`src/hw/rtl/i2cee_pkg.sv`:
```
// Shared codes, constants and types of the I2C EEPROM slave.
`default_nettype none
package i2cee_pkg;

  // Event codes of an input word
  localparam logic [1:0] CMD_SCL  = 2'd0;
  localparam logic [1:0] CMD_SDA  = 2'd1;
  localparam logic [1:0] CMD_TICK = 2'd2;

  // Bus phase codes
  localparam logic [3:0] PH_IDLE     = 4'd0;
  localparam logic [3:0] PH_START    = 4'd1;
  localparam logic [3:0] PH_RX_CMD   = 4'd2;
  localparam logic [3:0] PH_ACK_CMD  = 4'd3;
  localparam logic [3:0] PH_RX_ADDR  = 4'd4;
  localparam logic [3:0] PH_ACK_ADDR = 4'd5;
  localparam logic [3:0] PH_RX_DATA  = 4'd6;
  localparam logic [3:0] PH_ACK_WR   = 4'd7;
  localparam logic [3:0] PH_WRPEND   = 4'd8;
  localparam logic [3:0] PH_TX_DATA  = 4'd9;
  localparam logic [3:0] PH_ACK_RD   = 4'd10;

  // Control byte decode
  localparam logic [7:0] CTRL_MASK = 8'hF0;
  localparam logic [7:0] CTRL_ID   = 8'hA0;
  localparam logic [7:0] CTRL_READ = 8'h01;

  localparam logic [3:0]  BYTE_BITS      = 4'd8;
  localparam logic [15:0] WRITE_TIME_RST = 16'd1000;

  // One result word
  typedef struct packed {
    logic sda_drive;
    logic busy_res;
  } res_t;

endpackage
`default_nettype wire

```
`src/hw/rtl/i2cee_if.sv`:
```
// Handshake interfaces for the event words and the result words.
`default_nettype none
interface i2cee_in_if;
  logic       valid;
  logic       ready;
  logic [1:0] command;
  logic       level;

  modport source (output valid, output command, output level, input ready);
  modport sink   (input valid, input command, input level, output ready);
endinterface

interface i2cee_out_if;
  logic valid;
  logic ready;
  logic sda_drive;
  logic busy_res;

  modport source (output valid, output sda_drive, output busy_res, input ready);
  modport sink   (input valid, input sda_drive, input busy_res, output ready);
endinterface
`default_nettype wire

```
`src/hw/rtl/i2c_eeprom_slave.sv`:
```
// Top level of the I2C EEPROM slave: handshake, register, engine and store.
//
// Use: in_i carries event words (command: SCL change, SDA change or time
// tick; level: new line level). out_o gives one result word per event:
// the slave's SDA drive and the busy flag, both as they stand after the
// event. cfg_we_i/cfg_wdata_i write write_time, the busy period in ticks.
// Latency: a result is shown the cycle after its event is taken.
// Throughput: one event per cycle while out_o.ready is high. The byte
// store is a synchronous memory whose read port always tracks the next
// word address, so a read byte is ready by the time a falling SCL edge
// needs it; a write in the previous cycle is forwarded.
// Reset: engine idle, both lines high, SDA released, not busy, write_time
// 1000. The store reads as all zero straight after reset through
// per-entry valid bits; there is no clearing pass.
// Stall: the output register holds its word while out_o.ready is low; a new
// event is taken whenever that register is empty or being emptied. The user
// writes configuration only while no event is in flight; not enforced.
`default_nettype none
module i2c_eeprom_slave #(
  parameter int MEM_DEPTH = 16
) (
  input  logic              clk_i,
  input  logic              rst_ni,
  i2cee_in_if.sink          in_i,
  i2cee_out_if.source       out_o,
  input  logic              cfg_we_i,
  input  logic [15:0]       cfg_wdata_i
);

  localparam int AW = (MEM_DEPTH > 1) ? $clog2(MEM_DEPTH) : 1;

  logic              accept;
  logic [15:0]       write_time_q;
  logic              out_valid_q;
  i2cee_pkg::res_t   res_d, res_q;
  logic              st_we;
  logic [AW-1:0]     st_waddr;
  logic [7:0]        st_wdata;
  logic [AW-1:0]     st_raddr;
  logic [7:0]        rd_byte;

  assign in_i.ready = !out_valid_q || out_o.ready;
  assign accept     = in_i.valid && in_i.ready;

  // Hold the write time register
  always_ff @(posedge clk_i or negedge rst_ni) begin
    if (!rst_ni) begin
      write_time_q <= i2cee_pkg::WRITE_TIME_RST;
    end else if (cfg_we_i) begin
      write_time_q <= cfg_wdata_i;
    end
  end

  i2cee_ctrl #(
    .MEM_DEPTH (MEM_DEPTH),
    .AW        (AW)
  ) u_ctrl (
    .clk_i        (clk_i),
    .rst_ni       (rst_ni),
    .ev_valid_i   (accept),
    .command_i    (in_i.command),
    .level_i      (in_i.level),
    .write_time_i (write_time_q),
    .rd_byte_i    (rd_byte),
    .st_we_o      (st_we),
    .st_waddr_o   (st_waddr),
    .st_wdata_o   (st_wdata),
    .st_raddr_o   (st_raddr),
    .res_o        (res_d)
  );

  i2cee_store #(
    .MEM_DEPTH (MEM_DEPTH),
    .AW        (AW)
  ) u_store (
    .clk_i   (clk_i),
    .rst_ni  (rst_ni),
    .we_i    (st_we),
    .waddr_i (st_waddr),
    .wdata_i (st_wdata),
    .raddr_i (st_raddr),
    .rdata_o (rd_byte)
  );

  // Output register: load on accept, drop when taken
  always_ff @(posedge clk_i or negedge rst_ni) begin
    if (!rst_ni) begin
      out_valid_q <= 1'b0;
    end else if (accept) begin
      out_valid_q <= 1'b1;
    end else if (out_o.ready) begin
      out_valid_q <= 1'b0;
    end
  end

  always_ff @(posedge clk_i) begin
    if (accept) begin
      res_q <= res_d;
    end
  end

  assign out_o.valid     = out_valid_q;
  assign out_o.sda_drive = res_q.sda_drive;
  assign out_o.busy_res  = res_q.busy_res;

endmodule
`default_nettype wire

```
`src/hw/rtl/i2cee_store.sv`:
```
// Byte store: synchronous memory with per-entry valid bits and write forwarding.
`default_nettype none
module i2cee_store #(
  parameter int MEM_DEPTH = 16,
  parameter int AW        = 4
) (
  input  logic          clk_i,
  input  logic          rst_ni,
  input  logic          we_i,
  input  logic [AW-1:0] waddr_i,
  input  logic [7:0]    wdata_i,
  input  logic [AW-1:0] raddr_i,
  output logic [7:0]    rdata_o
);

  logic [7:0]           mem [MEM_DEPTH];
  logic [MEM_DEPTH-1:0] vld_q;
  logic [7:0]           rd_q;
  logic                 rvld_q;
  logic                 fwd_q;
  logic [7:0]           fwd_data_q;

  // Write and read the array, read data registered
  always_ff @(posedge clk_i) begin
    if (we_i) begin
      mem[waddr_i] <= wdata_i;
    end
    rd_q       <= mem[raddr_i];
    fwd_data_q <= wdata_i;
  end

  // Track written entries; catch a write to the entry being read
  always_ff @(posedge clk_i or negedge rst_ni) begin
    if (!rst_ni) begin
      vld_q  <= '0;
      rvld_q <= 1'b0;
      fwd_q  <= 1'b0;
    end else begin
      if (we_i) begin
        vld_q[waddr_i] <= 1'b1;
      end
      rvld_q <= vld_q[raddr_i];
      fwd_q  <= we_i && (waddr_i == raddr_i);
    end
  end

  // Unwritten entries read as zero
  assign rdata_o = fwd_q ? fwd_data_q : (rvld_q ? rd_q : 8'h00);

endmodule
`default_nettype wire

```
`src/hw/rtl/i2cee_ctrl.sv`:
```
// Bus phase engine: line edges, byte shifting, busy timer and store access.
`default_nettype none
module i2cee_ctrl #(
  parameter int MEM_DEPTH = 16,
  parameter int AW        = 4
) (
  input  logic             clk_i,
  input  logic             rst_ni,
  input  logic             ev_valid_i,
  input  logic [1:0]       command_i,
  input  logic             level_i,
  input  logic [15:0]      write_time_i,
  input  logic [7:0]       rd_byte_i,
  output logic             st_we_o,
  output logic [AW-1:0]    st_waddr_o,
  output logic [7:0]       st_wdata_o,
  output logic [AW-1:0]    st_raddr_o,
  output i2cee_pkg::res_t  res_o
);

  localparam logic [8:0] LAST_ADDR = 9'(MEM_DEPTH - 1);

  logic [3:0]    phase_q, phase_d;
  logic [3:0]    cnt_q, cnt_d;
  logic [7:0]    shift_q, shift_d;
  logic [AW-1:0] waddr_q, waddr_d;
  logic          scl_q, scl_d;
  logic          sda_q, sda_d;
  logic          drive_q, drive_d;
  logic          busy_q, busy_d;
  logic [15:0]   ticks_q, ticks_d;

  logic [AW-1:0] mod_tab [256];
  logic [3:0]    cnt_inc;
  logic [3:0]    cnt_dec;
  logic [7:0]    shift_in;
  logic [AW-1:0] waddr_inc;

  // Reduce a byte to a word address
  for (genvar g = 0; g < 256; g++) begin : g_mod
    assign mod_tab[g] = AW'(g % MEM_DEPTH);
  end

  assign cnt_inc   = cnt_q + 4'd1;
  assign cnt_dec   = cnt_q - 4'd1;
  assign shift_in  = {shift_q[6:0], sda_q};
  assign waddr_inc = (9'(waddr_q) == LAST_ADDR) ? '0 : waddr_q + 1'b1;

  // Advance the state by one event
  always_comb begin
    phase_d    = phase_q;
    cnt_d      = cnt_q;
    shift_d    = shift_q;
    waddr_d    = waddr_q;
    scl_d      = scl_q;
    sda_d      = sda_q;
    drive_d    = drive_q;
    busy_d     = busy_q;
    ticks_d    = ticks_q;
    st_we_o    = 1'b0;
    if (ev_valid_i) begin
      case (command_i)
        i2cee_pkg::CMD_SCL: begin
          if (level_i != scl_q) begin
            scl_d = level_i;
            if (!level_i) begin
              case (phase_q)
                i2cee_pkg::PH_IDLE: begin
                  drive_d = 1'b1;
                end
                i2cee_pkg::PH_START: begin
                  drive_d = 1'b1;
                  phase_d = i2cee_pkg::PH_RX_CMD;
                end
                i2cee_pkg::PH_RX_CMD: begin
                  shift_d = shift_in;
                  cnt_d   = cnt_inc;
                  if (cnt_inc == i2cee_pkg::BYTE_BITS) begin
                    if ((shift_in & i2cee_pkg::CTRL_MASK) == i2cee_pkg::CTRL_ID) begin
                      phase_d = i2cee_pkg::PH_ACK_CMD;
                      drive_d = 1'b0;
                    end else begin
                      phase_d = i2cee_pkg::PH_IDLE;
                    end
                  end
                end
                i2cee_pkg::PH_ACK_CMD: begin
                  drive_d = 1'b1;
                  if ((shift_q & i2cee_pkg::CTRL_READ) != 8'h00) begin
                    phase_d = i2cee_pkg::PH_TX_DATA;
                    cnt_d   = i2cee_pkg::BYTE_BITS - 4'd1;
                    shift_d = rd_byte_i;
                    drive_d = rd_byte_i[7];
                  end else begin
                    phase_d = i2cee_pkg::PH_RX_ADDR;
                    cnt_d   = 4'd0;
                    shift_d = 8'h00;
                  end
                end
                i2cee_pkg::PH_RX_ADDR: begin
                  shift_d = shift_in;
                  cnt_d   = cnt_inc;
                  if (cnt_inc == i2cee_pkg::BYTE_BITS) begin
                    drive_d = 1'b0;
                    phase_d = i2cee_pkg::PH_ACK_ADDR;
                    waddr_d = mod_tab[shift_in];
                  end
                end
                i2cee_pkg::PH_ACK_ADDR: begin
                  drive_d = 1'b1;
                  phase_d = i2cee_pkg::PH_RX_DATA;
                  cnt_d   = 4'd0;
                  shift_d = 8'h00;
                end
                i2cee_pkg::PH_RX_DATA: begin
                  shift_d = shift_in;
                  cnt_d   = cnt_inc;
                  if (cnt_inc == i2cee_pkg::BYTE_BITS) begin
                    drive_d = 1'b0;
                    phase_d = i2cee_pkg::PH_ACK_WR;
                  end
                end
                i2cee_pkg::PH_ACK_WR: begin
                  drive_d = 1'b1;
                  phase_d = i2cee_pkg::PH_WRPEND;
                end
                i2cee_pkg::PH_WRPEND: begin
                  // a further data byte starts with this edge's bit
                  shift_d = {7'd0, sda_q};
                  cnt_d   = 4'd1;
                  phase_d = i2cee_pkg::PH_RX_DATA;
                end
                i2cee_pkg::PH_TX_DATA: begin
                  if (cnt_q == 4'd0) begin
                    drive_d = 1'b1;
                    waddr_d = waddr_inc;
                    phase_d = i2cee_pkg::PH_ACK_RD;
                  end else begin
                    cnt_d   = cnt_dec;
                    drive_d = shift_q[cnt_dec[2:0]];
                  end
                end
                i2cee_pkg::PH_ACK_RD: begin
                  // master ACK: drive the next byte's top bit at once
                  if (!sda_q) begin
                    phase_d = i2cee_pkg::PH_TX_DATA;
                    cnt_d   = i2cee_pkg::BYTE_BITS - 4'd1;
                    shift_d = rd_byte_i;
                    drive_d = rd_byte_i[7];
                  end else begin
                    phase_d = i2cee_pkg::PH_IDLE;
                  end
                end
                default: begin
                  drive_d = 1'b1;
                end
              endcase
            end
          end
        end
        i2cee_pkg::CMD_SDA: begin
          if (level_i != sda_q) begin
            sda_d = level_i;
            if (scl_q) begin
              if (level_i) begin
                // stop: commit a pending byte
                if (phase_q == i2cee_pkg::PH_WRPEND) begin
                  st_we_o = 1'b1;
                  if (write_time_i != 16'd0) begin
                    busy_d  = 1'b1;
                    ticks_d = write_time_i;
                  end
                end
                phase_d = i2cee_pkg::PH_IDLE;
              end else if (!busy_q) begin
                phase_d = i2cee_pkg::PH_START;
                cnt_d   = 4'd0;
                shift_d = 8'h00;
              end
            end
          end
        end
        i2cee_pkg::CMD_TICK: begin
          if (busy_q) begin
            if (ticks_q <= 16'd1) begin
              ticks_d = 16'd0;
              busy_d  = 1'b0;
            end else begin
              ticks_d = ticks_q - 16'd1;
            end
          end
        end
        default: begin
        end
      endcase
    end
  end

  // Keep the store's read port on the next word address
  assign st_waddr_o = waddr_q;
  assign st_wdata_o = shift_q;
  assign st_raddr_o = waddr_d;

  assign res_o.sda_drive = drive_d;
  assign res_o.busy_res  = busy_d;

  // Hold the state
  always_ff @(posedge clk_i or negedge rst_ni) begin
    if (!rst_ni) begin
      phase_q <= i2cee_pkg::PH_IDLE;
      cnt_q   <= 4'd0;
      shift_q <= 8'h00;
      waddr_q <= '0;
      scl_q   <= 1'b1;
      sda_q   <= 1'b1;
      drive_q <= 1'b1;
      busy_q  <= 1'b0;
      ticks_q <= 16'd0;
    end else begin
      phase_q <= phase_d;
      cnt_q   <= cnt_d;
      shift_q <= shift_d;
      waddr_q <= waddr_d;
      scl_q   <= scl_d;
      sda_q   <= sda_d;
      drive_q <= drive_d;
      busy_q  <= busy_d;
      ticks_q <= ticks_d;
    end
  end

endmodule
`default_nettype wire

```
`src/flat_wrapper.sv`:
```
// flat-port wrapper written by rule: the top's interface ports become plain ports
module i2c_eeprom_slave_flat 
#(
  parameter int MEM_DEPTH = 16
)
  (clk_i, rst_ni, cfg_we_i, cfg_wdata_i, in_i_valid, in_i_command, in_i_level, in_i_ready, out_o_valid, out_o_sda_drive, out_o_busy_res, out_o_ready);
  i2cee_in_if in_i_i ();
  i2cee_out_if out_o_i ();
  input  logic clk_i;
  input  logic rst_ni;
  input  logic cfg_we_i;
  input  logic [15:0] cfg_wdata_i;
  input wire logic [$bits(in_i_i.valid)-1:0] in_i_valid;
  input wire logic [$bits(in_i_i.command)-1:0] in_i_command;
  input wire logic [$bits(in_i_i.level)-1:0] in_i_level;
  output wire logic [$bits(in_i_i.ready)-1:0] in_i_ready;
  output wire logic [$bits(out_o_i.valid)-1:0] out_o_valid;
  output wire logic [$bits(out_o_i.sda_drive)-1:0] out_o_sda_drive;
  output wire logic [$bits(out_o_i.busy_res)-1:0] out_o_busy_res;
  input wire logic [$bits(out_o_i.ready)-1:0] out_o_ready;
  assign in_i_i.valid = in_i_valid;
  assign in_i_i.command = in_i_command;
  assign in_i_i.level = in_i_level;
  assign in_i_ready = in_i_i.ready;
  assign out_o_valid = out_o_i.valid;
  assign out_o_sda_drive = out_o_i.sda_drive;
  assign out_o_busy_res = out_o_i.busy_res;
  assign out_o_i.ready = out_o_ready;
  i2c_eeprom_slave #(.MEM_DEPTH(MEM_DEPTH)) u_core (.clk_i(clk_i), .rst_ni(rst_ni), .in_i(in_i_i), .out_o(out_o_i), .cfg_we_i(cfg_we_i), .cfg_wdata_i(cfg_wdata_i));
endmodule
```
`config.mk`:
```
export PLATFORM = sky130hd
export DESIGN_NAME = i2c_eeprom_slave_flat
export DESIGN_NICKNAME = d
export VERILOG_FILES = /design/src/hw/rtl/i2cee_pkg.sv /design/src/hw/rtl/i2cee_if.sv /design/src/hw/rtl/i2c_eeprom_slave.sv /design/src/hw/rtl/i2cee_store.sv /design/src/hw/rtl/i2cee_ctrl.sv /design/src/flat_wrapper.sv
export SDC_FILE = /design/constraint.sdc
export NUM_CORES = 1
export LEC_CHECK = 0
export ABC_AREA = 1
export BUFFER_PORTS_ARGS = -buffer_cell sky130_fd_sc_hd__buf_2
export CORE_ASPECT_RATIO = 1.75
export CORE_UTILIZATION = 50
export DETAILED_ROUTE_END_ITERATION = 10
export GPL_TIMING_DRIVEN = 1
export PLACE_DENSITY = 0.65
export SYNTH_ARGS = -nofsm -noshare
export SYNTH_HDL_FRONTEND = slang
export SYNTH_SLANG_ARGS = --single-unit
```
`constraint.sdc`:
```
create_clock -name clk_i -period 3.91 [get_ports clk_i]
set_clock_uncertainty 0.05 [all_clocks]
set_input_delay 0.782 -clock clk_i [delete_from_list [all_inputs] [get_ports clk_i]]
set_output_delay 0.782 -clock clk_i [all_outputs]
set_load 0.02 [all_outputs]
```
==> results summary, run 1 <==
The most common cell in the netlist is sky130_fd_sc_hd__nand2_1. The area added between synthesis and finish is 9.95%. The count of flip-flops with a built-in enable after synthesis came out at 130. CTS saw ~220 sinks. Before CTS, the worst setup slack after placement is around 0.57 ns. The placed wire-length estimate is ~18 mm. Power spread over the standard cell area amounts to just over 600 mW/mm^2. The fraction of the mapped netlist area in simple logic gates is 0.242. The detailed router finished its first iteration with around 540 violations. For the worst setup path, the data arrival time is around 3.3 ns.

The number of warnings printed during yosys synthesis is 0. The least setup slack across all paths after layout came out at 1.02 ns. For this run, the total global-route usage over all layers was measured as 0.256. The flop and latch count out of synthesis came out at around 220. The via count of the first global-routing pass is 8161. The biggest area contributor in the post-synthesis netlist is sky130_fd_sc_hd__edfxtp_1. By area the synthesized netlist is led by sky130_fd_sc_hd__edfxtp_1, sky130_fd_sc_hd__dfrtp_1, sky130_fd_sc_hd__nand3_1, sky130_fd_sc_hd__nand2_1, sky130_fd_sc_hd__inv_1. The post-synthesis cell area came out at around 0.011 sq mm. The area share of the leading cell type in the synthesized netlist came out at 0.363. The achievable clock frequency is 0.346 GHz. The pre-antenna-repair detailed-routing pass consisted of 5 iterations.

The initial antenna violation count came out at 0. The flow ran to the end, and the final reports show no timing, DRC or antenna violations. The per-instance average area after synthesis came out at between 9 and 10 sq um.

The number of antenna diodes in the final layout is 0. The number of setup violations in the final report came out at 0. Clock-pin slew was measured on the worst setup and hold paths at 0.07 ns.

The number of nets with antenna violations after routing is 0. The fraction of the mapped netlist area in adder cells is 0.0128. The count of different cell masters after synthesis is 50.

The main combinational cell family by area after synthesis is simple AND/OR/NAND/NOR gates. The first-pass GRT wire length is between 40 and 50 mm. The class of the tightest hold or removal check is in2async.

The root buffer cell chosen for the clock tree is sky130_fd_sc_hd__clkbuf_16. The number of hold violations in the final report is 0. The compound-gate portion of the synthesized area came to 0.0741. The final wirelength is about 27 mm.

The number of post-CTS setup repair buffers came out at 0. Of the cells placed in the final design, the portion with a size suffix greater than 1 is 0.105. After detailed placement, the design holds a cell count of roughly 1400.

The total via count after detailed routing came out at just over 8000. Counting every net in the synthesized netlist gives about 1200. The proportion of register bits with asynchronous set or reset after synthesis came out at 0.339. The count of final max-slew check failures is 0. The required time at the endpoint of the critical path is about 4.3 ns. The total design power came out at around 0.0074 W. The most used cell along the critical path is sky130_fd_sc_hd__nand3_1.

The die height is around 200 um. The die extent in x is 113 um. Clock tree synthesis inserted a total of 21 buffers.

The part of the cycle the worst path needs came out at 0.738. The critical path starts at u_core.u_ctrl.cnt_q[0]. The area inside the core boundary came out at between 0.02 and 0.025 sq mm. The total number of H-tree levels is 1.

The cell leakage power came out at 5.16 nW. After detailed routing, the average wire length per cell comes to about 18 um. The startpoint class of the critical path is a flop. The tool flagged a number of max-cap violations equal to 0. The critical path's largest stage delay came out at roughly 0.52 ns. The cell count after synthesis is ~1200. After the last flow step, the layout net total stands at 1225.

The core occupancy in the finished layout is 0.562. In this run the critical register-to-register path is launched from u_core.u_ctrl.cnt_q[0]. The standard-cell row count came out at 70. The count of hold-fix buffers inserted at cts is 0. The effective utilization at floorplan is 0.512. Excluding fillers, the count of instances in the completed layout stands at roughly 1500. The count of buffers inserted at the top-level ports came out at 27.

After detailed routing, the number of vias per cell comes to around 5.6. For this design, the slowest cell found on the critical path is sky130_fd_sc_hd__dfrtp_1. The number of buffers on the longest clock path is 3. The worst setup path is of the reg2reg kind. The die area is 0.0221 sq mm.

The worst setup path is captured at a flop. After detailed routing, the number of remaining DRC violations is 0. The share of the Yosys chip area taken by registers is 0.568. The final total negative setup slack is 0 ns. Of the total synthesized cell area, the portion taken by XOR and XNOR cells is 0.0106.

The number of I/O pins came out at 28. The pin count of the biggest net entering global routing is between 70 and 80. Of all nets on the critical path, the largest fanout is 36. The maximum ir drop on the vdd rail is approximately 0.00043 V. In this run the tightest slew margin relative to its limit is 0.339. Subtracting the final worst setup slack from the clock period gives between 2 and 3 ns.

Walking the worst path, the cells encountered are inv_1 -> ha_1 -> nand3_1 -> o21ai_1 -> nor2_1 -> nor2_4 -> nand2_1 -> o21ai_4 -> buf_4 -> nand3_1 -> nand3_1 -> nand3_1 -> nand2_1. The global route total overflow came out at 0. TritonCTS built the clock tree.

The clock insertion delay at the later pin of the skew report came out at around 0.5 ns. The commonest cells after synthesis are sky130_fd_sc_hd__nand2_1, sky130_fd_sc_hd__nand3_1, sky130_fd_sc_hd__inv_1, sky130_fd_sc_hd__edfxtp_1, sky130_fd_sc_hd__dfrtp_1. The slew of the pin with the lowest slew margin came out at a little under 1 ns. The congestion estimate from routability-driven global placement came to 0.934. Setup repair after global routing left no endpoint under its margin.

The leading register cell type out of synthesis is sky130_fd_sc_hd__edfxtp_1. After synthesis, the share of cell area in mux cells is 0.00314. The number of resized instances in the post-cts repair step came out at 0.
==> where the power goes <==
part	total, W	switching [W]	internal [W]
registers	0.00329	0.000353	0.00293
logic	0.00211	0.00144	0.000666
clock network	0.00197	0.000856	0.00111
total	0.00736	0.00265	0.00471
==> metrics by stage <==
step	instance area, sq um	hold WS, ns
2_1_floorplan	10800	0.377
3_3_place_gp	11200	0.359
5_1_grt	11800	0.395
6_report	11800	0.365
3_5_place_dp	11200	0.352
4_1_cts	11800	0.368
==> critical path, delay by kind of cell (launching register included) <==
family | cells | cell delay, ns
flip-flops | 1 | 0.52
buffers and inverters | 2 | 0.57
AO/OA/AOI/OAI | 2 | 0.24
AND/OR/NAND/NOR | 8 | 1.17
adder cells (fa/ha/maj) | 1 | 0.26
==> registers in the layout, summed over array words and instances, names as in the netlist <==
| signal | flops |
|---|---|
| u_core.write_time_q | 16 |
| u_core.u_ctrl.phase_q | 4 |
| u_core.out_o.busy_res | 1 |
| u_core.u_ctrl.st_wdata_o | 8 |
| u_core.u_ctrl.cnt_q | 4 |
| u_core.u_ctrl.ticks_q | 16 |
| u_core.u_ctrl.sda_q | 1 |
| u_core.u_store.mem | 128 |
| u_core.u_ctrl.scl_q | 1 |
| u_core.u_store.fwd_data_q | 8 |
| u_core.u_ctrl.drive_q | 1 |
| u_core.u_store.fwd_q | 1 |
| u_core.u_ctrl.busy_q | 1 |
| u_core.out_o.valid | 1 |
| u_core.u_store.rd_q | 8 |
| u_core.u_store.rvld_q | 1 |
| u_core.out_o.sda_drive | 1 |
| u_core.u_ctrl.st_waddr_o | 4 |
| u_core.u_store.vld_q | 16 |
==> path summary, 6_finish.rpt <==
check | to | slack [ns] | depth (start not counted)
min | u_core.u_ctrl.st_wdata_o[3] | 0.36 | 1
max in group asynchronous | u_core.u_ctrl.ticks_q[5] | 2.77 | 1
max | u_core.u_store.rd_q[4] | 1.02 | 13
min in group clk_i | u_core.u_store.fwd_data_q[2] | 0.37 | 0
min reg2reg | u_core.u_store.fwd_data_q[2] | 0.37 | 0
max reg2reg | u_core.u_store.rd_q[4] | 1.02 | 13
==> routing by layer <==
| metal | track usage | vias to the layer above | wire (um) |
|---|---|---|---|
| li1 | - | 3942 | - |
| met1 | 0.295 | 3860 | 9890 |
| met2 | 0.457 | 238 | 14100 |
| met3 | 0.0269 | 76 | 1210 |
| met4 | 0.154 | 0 | 1640 |
| met5 | 0 | - | 0 |
==> cell families (layout without fill, tap and decap cells) <==
| kind of cell | Yosys count | after routing |
|---|---|---|
| simple gates | 548 | 548 |
| buf+inv | 234 | 276 |
| flops | 221 | 221 |
| compound gates | 132 | 132 |
| xor+xnor | 13 | 13 |
| fa+ha+maj | 11 | 11 |
| mux | 3 | 3 |
==> layout by cell type (no fill, tap or decap), types with 3 or more instances in the layout <==
| cell | Yosys | routed |
|---|---|---|
| sky130_fd_sc_hd__a21oi_1 | 14 | 14 |
| sky130_fd_sc_hd__nand4_1 | 8 | 8 |
| sky130_fd_sc_hd__dfstp_2 | 9 | 9 |
| sky130_fd_sc_hd__nor2_2 | 3 | 3 |
| sky130_fd_sc_hd__nand3b_1 | 33 | 33 |
| sky130_fd_sc_hd__o21ai_1 | 5 | 5 |
| sky130_fd_sc_hd__clkbuf_8 | 0 | 3 |
| sky130_fd_sc_hd__o2111ai_1 | 3 | 3 |
| sky130_fd_sc_hd__nor2_4 | 4 | 4 |
| sky130_fd_sc_hd__dfxtp_1 | 16 | 16 |
| sky130_fd_sc_hd__inv_1 | 177 | 177 |
| sky130_fd_sc_hd__clkinv_1 | 1 | 6 |
| sky130_fd_sc_hd__nand2_2 | 3 | 3 |
| sky130_fd_sc_hd__nand2_4 | 5 | 5 |
| sky130_fd_sc_hd__nor2_1 | 55 | 55 |
| sky130_fd_sc_hd__mux2_2 | 3 | 3 |
| sky130_fd_sc_hd__nand3_1 | 204 | 204 |
| sky130_fd_sc_hd__ha_1 | 11 | 11 |
| sky130_fd_sc_hd__inv_2 | 11 | 11 |
| sky130_fd_sc_hd__clkinv_2 | 1 | 3 |
| sky130_fd_sc_hd__nor3_1 | 6 | 6 |
| sky130_fd_sc_hd__o21ai_0 | 60 | 60 |
| sky130_fd_sc_hd__nor4_1 | 8 | 8 |
| sky130_fd_sc_hd__a22oi_1 | 6 | 6 |
| sky130_fd_sc_hd__edfxtp_1 | 130 | 130 |
| sky130_fd_sc_hd__a31oi_1 | 3 | 3 |
| sky130_fd_sc_hd__clkbuf_16 | 0 | 21 |
| sky130_fd_sc_hd__o22ai_1 | 23 | 23 |
| sky130_fd_sc_hd__buf_4 | 10 | 19 |
| sky130_fd_sc_hd__dfrtp_1 | 66 | 66 |
| sky130_fd_sc_hd__o211ai_1 | 4 | 4 |
| sky130_fd_sc_hd__a211oi_1 | 4 | 4 |
| sky130_fd_sc_hd__buf_12 | 0 | 3 |
| sky130_fd_sc_hd__xor2_1 | 12 | 12 |
| sky130_fd_sc_hd__buf_2 | 13 | 26 |
| sky130_fd_sc_hd__nand2_1 | 213 | 213 |
==> layout make-up <==
class	count	area, sq um
clock buffer	26	574
clock inverter	11	85.1
fill	1897	9200
inverter	191	721
multi-input combinational	707	3680
sequential	221	6110
tap	252	315
timing repair buffer	48	333
Note: power is estimated with default switching activity, not from simulation.
==> run 2: changes to the inputs <==
- ABC_AREA: 1 -> 0
- PLACE_DENSITY: 0.65 -> 0.68
- clock period: 3.91 -> 2.3 ns (I/O delays scaled with it)
==> run 2 against run 1 <==
The flow now finishes with violations (negative setup slack). Count of clock-buffer cells in the layout up 4. Clock power up 69%. Critical path type unchanged. Combinational power up 34%.
==> results summary, run 2 <==
The area inside the core boundary is a little under 0.02 sq mm. The relative slew slack is 0.634. Summing all multi-input logic gate instances after layout gives 0.00429 sq mm.

The number of buffers on the longest clock path is 3. The net switching component of the power is 0.00320 W. The number of I/O pins is 28. The peak fanout along the critical path is 9. The first-pass GRT wire length came out at roughly 42 mm. The net count of the finished layout is just under 1000.

The part of the total power dissipated in sequential elements is 0.435. The top cell types in the final layout, fill and taps aside, are sky130_fd_sc_hd__edfxtp_1, sky130_fd_sc_hd__buf_4, sky130_fd_sc_hd__mux2_2. The worst endpoint data arrival time is about 3 ns. In this run the number of H-tree levels came out at 1. The total iterations of the first detailed-routing run came out at 5.

Data on the critical path is required at its endpoint by approximately 2.6 ns. Counting the fill cells in the layout gives ~1400. After detailed routing, the number of remaining DRC violations is 0. In this run, CTS created clock tree buffers numbering 20. The die height is about 190 um. STA classifies the critical path startpoint as a flop.

The number of hold violations in the final report came out at 0. The total via count after detailed routing is 7422. The root cell of the clock tree is sky130_fd_sc_hd__clkbuf_16. The core occupancy in the finished layout came out at 0.663. Of the total power, combinational logic draws 0.260.

In the final routed layout, each cell accounts on average for 22.6 um. The floorplan has a little under 70 rows. The maximum ir drop on the vdd rail is ~0.00086 V. The via density per instance came out at 6.13. The post-synthesis cell area came out at 0.0102 sq mm.

The net switching fraction of the power is 0.294. In this run the critical register-to-register path is launched from u_core.u_ctrl.cnt_q[0]. The flop and latch count out of synthesis is approximately 220. The clock network fraction of total power is 0.305. In this run the worst hold path is classified as in2reg.

The worst hold path was traced through 2 stages. Registers take 0.00611 sq mm. The weighted congestion at the end of routability-driven global placement came out at 0.891. Internal power comes to approximately 0.0077 W.

In this run, the number of DRC markers left after iteration 0 of detailed routing was 374. The number of warnings printed during yosys synthesis came out at 0. The count of final max-slew check failures was 0. The placed wire-length estimate came out at 19.0 mm.

The count of flip-flops with a built-in enable after synthesis is 130. The register-to-register setup slack is -0.47 ns. The depth of the worst register-to-register path is 12. TritonCTS built the clock tree. For the pin with the worst max-slew slack, the measured transition is ~0.55 ns. The total design power is roughly 0.011 W. The number of nets produced by synthesis is about 830. The count of buffers inserted at the top-level ports is 27. The number of nets with antenna violations after routing came out at 0. The achievable clock frequency is ~0.36 GHz. The power per cell area is between 800 and 900 mW/mm^2. The sink count of the clock tree came out at between 200 and 250. The initial antenna violation count is 0. The global route total overflow is 0. The share of final-layout standard cells stronger than drive strength 1 is 0.429.

In this run the most critical hold path is launched from cfg_wdata_i[3]. Tracing the worst setup path back leads to its startpoint at u_core.u_ctrl.cnt_q[0]. Setup repair after global routing could not meet its margin everywhere. At the later pin of the worst-skew pair, clock insertion delay measures slightly above 0.5 ns. The area share of the leading cell type in the synthesized netlist is 0.383. The run finished, with violations left.

Across the run, the number of max-cap violations was 0. The proportion of register bits with asynchronous set or reset after synthesis came out at 0.339. The via count of the first global-routing pass came to between 7000 and 8000. In the post-synthesis netlist, the biggest area contributors are sky130_fd_sc_hd__edfxtp_1, sky130_fd_sc_hd__dfrtp_1, sky130_fd_sc_hd__mux2_2, sky130_fd_sc_hd__dfxtp_1, sky130_fd_sc_hd__nor2_1. The final wirelength is around 27 mm. u_core.u_store.mem holds more flip-flops than any other register. From left edge to right edge, the die measures 110 um. The least setup slack across all paths after layout came out at -0.467 ns. The type of element capturing the critical path is a flop.

The cell count after synthesis is 797. The final critical delay including setup and external delays is between 2 and 3 ns. The leading register cell type out of synthesis is sky130_fd_sc_hd__edfxtp_1. The total inserted antenna cells came out at 0.

The part of the cycle the worst path needs came out at 1.20. The sequential element share of the synthesized area is 0.599. The synthesized design spends more area on one cell type than any other, namely sky130_fd_sc_hd__edfxtp_1. In the post-synthesis netlist, the cell with the most instances is sky130_fd_sc_hd__edfxtp_1.

Across every metal layer, demand over resource in global routing totals 0.272. By startpoint and endpoint, the worst setup path is classified as reg2reg. The commonest cells after synthesis are sky130_fd_sc_hd__edfxtp_1, sky130_fd_sc_hd__mux2_2, sky130_fd_sc_hd__dfrtp_1, sky130_fd_sc_hd__nor2_1, sky130_fd_sc_hd__o21ai_0. For this configuration, the core starts out at a cell density of 0.515. Setup violations remaining at the end of the flow were counted as 13. The die area is 0.0210 sq mm. The area added between synthesis and finish came out at 28.8%.

Counting distinct cell types in the post-synthesis netlist gives about 80. The final reports fail on negative setup slack. The flip-flop count of the largest register, all copies and words added is between 100 and 150. The cell leakage power is 5.12 nW. A synthesized cell averages around 13 sq um. The pin count of the biggest net entering global routing came out at 33. Leaving out fill and tap cells, the most frequent cell in the layout is sky130_fd_sc_hd__edfxtp_1.

The post-CTS clock slew at the launch and capture registers of the worst setup and hold paths is around 0.070 ns.
## run 2: cell type report
cell class | instances | area share
Clock buffer | 30 | 0.0441
Clock inverter | 6 | 0.00543
Inverter | 21 | 0.00800
Multi-Input combinational cell | 512 | 0.327
Sequential cell | 221 | 0.465
Tap cell | 245 | 0.0233
Timing Repair Buffer | 176 | 0.127
## run 2: layer usage
metal | track usage | vias up | wire length, um
met5 | 0 | - | 0
met4 | 0.143 | 0 | 1630
met3 | 0.0331 | 86 | 1090
met2 | 0.510 | 254 | 15300
met1 | 0.287 | 3746 | 9280
li1 | - | 3336 | -
## run 2: power groups by stage
stage	Combinational, W	Sequential, W	Clock [W]
floorplan	0.00155	0.00476	0
global placement	0.00238	0.00479	0
detailed placement	0.00248	0.00480	0
CTS	0.00266	0.00473	0.00337
global route	0.00306	0.00476	0.00351
finish	0.00283	0.00473	0.00332
## run 2: worst paths after layout
path	to
max in group asynchronous	u_core.u_ctrl.st_wdata_o[6]
hold / removal	u_core.write_time_q[3]
setup reg to reg	u_core.u_store.rd_q[3]
setup / recovery	u_core.u_store.rd_q[3]
hold reg to reg	u_core.u_store.vld_q[0]
min in group asynchronous	u_core.u_store.vld_q[0]
## run 2: kinds of logic (layout without fill, tap and decap cells)
family          after synthesis  count (layout)  share of synthesized area
buf+inv                      65             233                     0.0274
simple gates                194             195                      0.103
fa+ha+maj                    11              11                     0.0135
compound gates              202             202                      0.143
xor+xnor                      1               1                   0.000859
mux                         103             103                      0.113
flops                       221             221                      0.599
## run 2: worst max-delay path: stages (launching register included)
cell and delay [ns]:
sky130_fd_sc_hd__dfrtp_1 0.41, sky130_fd_sc_hd__inv_2 0.09, sky130_fd_sc_hd__ha_4 0.13, sky130_fd_sc_hd__or3b_4 0.42
sky130_fd_sc_hd__or4_4 0.45, sky130_fd_sc_hd__a211oi_4 0.26, sky130_fd_sc_hd__a211oi_4 0.08, sky130_fd_sc_hd__inv_4 0.09
sky130_fd_sc_hd__buf_8 0.13, sky130_fd_sc_hd__nor3_4 0.05, sky130_fd_sc_hd__buf_12 0.15, sky130_fd_sc_hd__a22oi_2 0.21
sky130_fd_sc_hd__o211ai_2 0.12
## run 2: repair_timing
action                                  CTS  global route
endpoints found under the hold margin    24             0
gates resized for setup                  51            36
hold buffers                              1             0
setup buffers                            11             7
pin swaps                                22            12
endpoints found under the setup margin  157           169
cloned                                    4             2
## run 2: per-stage QoR
step                std cells  hold WS (ns)  setup slack, ns  instance area, sq um  TNS [ns]
detailed placement       1150         0.375           -0.735                 11800    -33.18
global placement         1150         0.373           -0.646                 11800    -24.51
global route             1211         0.127           -0.548                 13100     -5.94
finish                   1211         0.135           -0.467                 13100     -4.77
CTS                      1202         0.122           -0.468                 12900     -4.95
floorplan                 797         0.114           -0.434                 10500    -16.37
==> run 3: changes to the inputs <==
- PLACE_DENSITY: 0.68 -> 0.79
==> run 3 against run 2 <==
The run still ends with negative setup slack left. First-iteration DRC count grew 31%. Non-clock buffer count is 25 higher. Register-to-register slack lost 0.06 ns. Core utilization increased by 1.5 points. Global-route usage is 0.096 points higher. Wire length grew 2.5%. Critical endpoint is now u_core.u_store.rd_q[2]. Largest power group unchanged.
==> results summary, run 3 (same netlist as run 2, synthesis figures left out) <==
The number of I/O pins came out at 28. The die extent in x came out at between 100 and 150 um. The checks that failed: negative setup slack. The final wirelength is around 28 mm. Counting tap cells, the placed design contains a total of 1160 instances. The total number of H-tree levels is 1. The die height is between 150 and 200 um. The min-delay analysis places its worst path in the category in2reg. The met2 track demand over resource in global routing is 0.495. The post-CTS clock slew at the launch and capture registers of the worst setup and hold paths is around 0.070 ns. The worst endpoint data arrival time is between 3 and 4 ns. The first global-routing pass estimated ~42 mm of wire. The total iterations of the first detailed-routing run is 5. The final design instance area without fill came out at between 0.01 and 0.015 sq mm.

The internal power is between 0.007 and 0.008 W. The type of element capturing the critical path is a flop. Setup repair after global routing could not meet its margin everywhere. The total of max-cap violations came out at 0.

The clock insertion delay at the later pin of the skew report came out at 0.49 ns. The number of hold violations in the final report came out at 0. The relative slew slack is 0.583.

Of the total power, the share spent switching nets is 0.297. The root cell of the clock tree is sky130_fd_sc_hd__clkbuf_16. Of the total power, combinational logic draws 0.255. The number of nets in the layout is approximately 1000. Summed over all nets, the switching power comes to around 0.0032 W. The global route total overflow came out at 0. The achievable clock frequency came out at between 0.3 and 0.4 GHz.

The count of buffers inserted at the top-level ports is 27. The via density per instance is between 6 and 7. The count of final max-slew check failures came out at 0. The initial antenna violation count came to 0.

The cell leakage power is roughly 5.2 nW. In the global route stage, met3 resource usage came out at 0.0392. For this run, the number of standard cells in the final layout without fillers is approximately 1200.

The area added between synthesis and finish is 31.7%. Once detail routing completed, the nets flagged for antenna violations numbered 0. Data on the critical path is required at its endpoint by about 2.6 ns. The total via count after detailed routing came out at about 7600.

The initial utilization of the core area, before any placement, comes to 0.515. In this run the standard cell core region covers around 0.02 sq mm. The register with the most flip-flops in the layout has 128 of them.

Entering global routing, the biggest net connects 45 pins. For this run, the total global-route usage over all layers was measured as 0.273. The total inserted antenna cells is 0.

In this run the deepest clock path goes through 3 buffers. The power per cell area is 794 mW/mm^2. Leaving out fill and tap cells, the most frequent cell in the layout is sky130_fd_sc_hd__edfxtp_1. The starting DRC count in detailed routing is roughly 490. The library cells used most frequently in the layout, excluding fill and tap cells, are sky130_fd_sc_hd__edfxtp_1, sky130_fd_sc_hd__buf_4, sky130_fd_sc_hd__mux2_2, sky130_fd_sc_hd__dfrtp_1, sky130_fd_sc_hd__nor2_1. The standard-cell row count came out at 68. Across the VDD grid, the largest voltage drop is around 0.00075 V. The final hold slack came out at roughly 0.15 ns. The sink count of the clock tree is between 200 and 250. The via count of the first global-routing pass came out at about 8000. TritonCTS built the clock tree. The peak fanout along the critical path came out at 9. The post-detailed-placement cell area came out at about 0.012 sq mm. The total design power came out at 0.0107 W. The placed wire-length estimate came out at ~18 mm.

The count of unresolved DRC violations after routing is 0. The routed design could run at a clock period as short as 2.83 ns. The worst setup path is launched from a flop. The share of final-layout standard cells stronger than drive strength 1 came out at 0.449. Dividing the final minimum period by the clock period gives 1.23. The wire length per cell is 22.6 um. The met1 usage in global routing is 0.283. The critical path is of the reg2reg type. The part of the total power dissipated in sequential elements came out at 0.442. Setup violations remaining at the end of the flow were counted as 13. The slew of the pin with the lowest slew margin is 0.621 ns. The least setup slack across all paths after layout is -0.531 ns. The clock buffer count from CTS is 20.

The most heavily used metal layer in global routing is met2. The pre-CTS setup slack came out at -0.688 ns. The weighted congestion at the end of routability-driven global placement is 0.921. The run finished, with violations left.

u_core.u_store.mem holds more flip-flops than any other register. The clock network fraction of total power is 0.303. The die area came out at 0.0210 sq mm.
run 3: changes by cell type in the layout (fill, tap and decap cells not counted), moves of 5 or more:
cell / before / now
sky130_fd_sc_hd__buf_4: 108 / 125
sky130_fd_sc_hd__buf_6: 14 / 23
sky130_fd_sc_hd__mux2_2: 72 / 65
sky130_fd_sc_hd__mux2_4: 7 / 14
sky130_fd_sc_hd__nor2_2: 10 / 15
run 3: worst max-delay path, stage by stage (launching register included):
cell,delay [ns]
sky130_fd_sc_hd__dfrtp_1,0.40
sky130_fd_sc_hd__inv_2,0.08
sky130_fd_sc_hd__ha_4,0.13
sky130_fd_sc_hd__or3b_4,0.42
sky130_fd_sc_hd__or4_4,0.44
sky130_fd_sc_hd__a211oi_4,0.26
sky130_fd_sc_hd__a211oi_4,0.09
sky130_fd_sc_hd__inv_4,0.12
sky130_fd_sc_hd__buf_6,0.11
sky130_fd_sc_hd__nor3_4,0.03
sky130_fd_sc_hd__buf_12,0.15
sky130_fd_sc_hd__a22oi_2,0.27
sky130_fd_sc_hd__o211ai_2,0.14
run 3: power groups by stage:
stage	combinational [W]	clock [W]	sequential, W
after floorplan	0.00155	0	0.00476
after global placement	0.00234	0	0.00477
final	0.00272	0.00323	0.00472
after detailed placement	0.00237	0	0.00478
after CTS	0.00255	0.00326	0.00471
after global routing	0.00294	0.00343	0.00474
run 3: path summary, 6_finish.rpt:
kind / to / depth (start not counted) / slack (ns) / start
min reg2reg: u_core.u_store.vld_q[2] / 1 / 0.42 / u_core.u_store.vld_q[2]
max: u_core.u_store.rd_q[2] / 12 / -0.53 / u_core.u_ctrl.cnt_q[0]
max reg2reg: u_core.u_store.rd_q[2] / 12 / -0.53 / u_core.u_ctrl.cnt_q[0]
min: u_core.write_time_q[4] / 2 / 0.15 / cfg_wdata_i[4]
min in group asynchronous: u_core.write_time_q[0] / 2 / 0.39 / rst_ni
max in group asynchronous: u_core.u_ctrl.sda_q / 3 / 1.14 / rst_ni
run 3: repair_timing:
item / 4_1_cts / 5_1_grt
buffers inserted: 23 / 14
endpoints found under the hold margin: 27 / 0
cloned: 6 / 4
hold buffers: 1 / 0
gates resized for setup: 60 / 48
pin swaps: 28 / 29
endpoints found under the setup margin: 170 / 118
run 3: final cells by class:
| class | instances | area [sq um] |
|---|---|---|
| Multi-Input combinational cell | 514 | 4390 |
| Clock buffer | 29 | 586 |
| Timing Repair Buffer | 201 | 1890 |
| Tap cell | 245 | 307 |
| Fill cell | 1338 | 6390 |
| Sequential cell | 221 | 6110 |
| Inverter | 21 | 104 |
| Clock inverter | 7 | 48.8 |
run 3: through the flow:
stage	utilization	TNS [ns]
after floorplan	-	-16.37
after global placement	0.600	-22.45
after detailed placement	0.600	-25.28
after CTS	0.663	-4.92
after global routing	0.678	-6.84
final	0.678	-5.36
run 3: metal layers:
metal	part of all wire	vias to the layer above
met5	0	-
met4	0.073	0
met3	0.048	97
met2	0.55	268
met1	0.33	3836
li1	-	3403
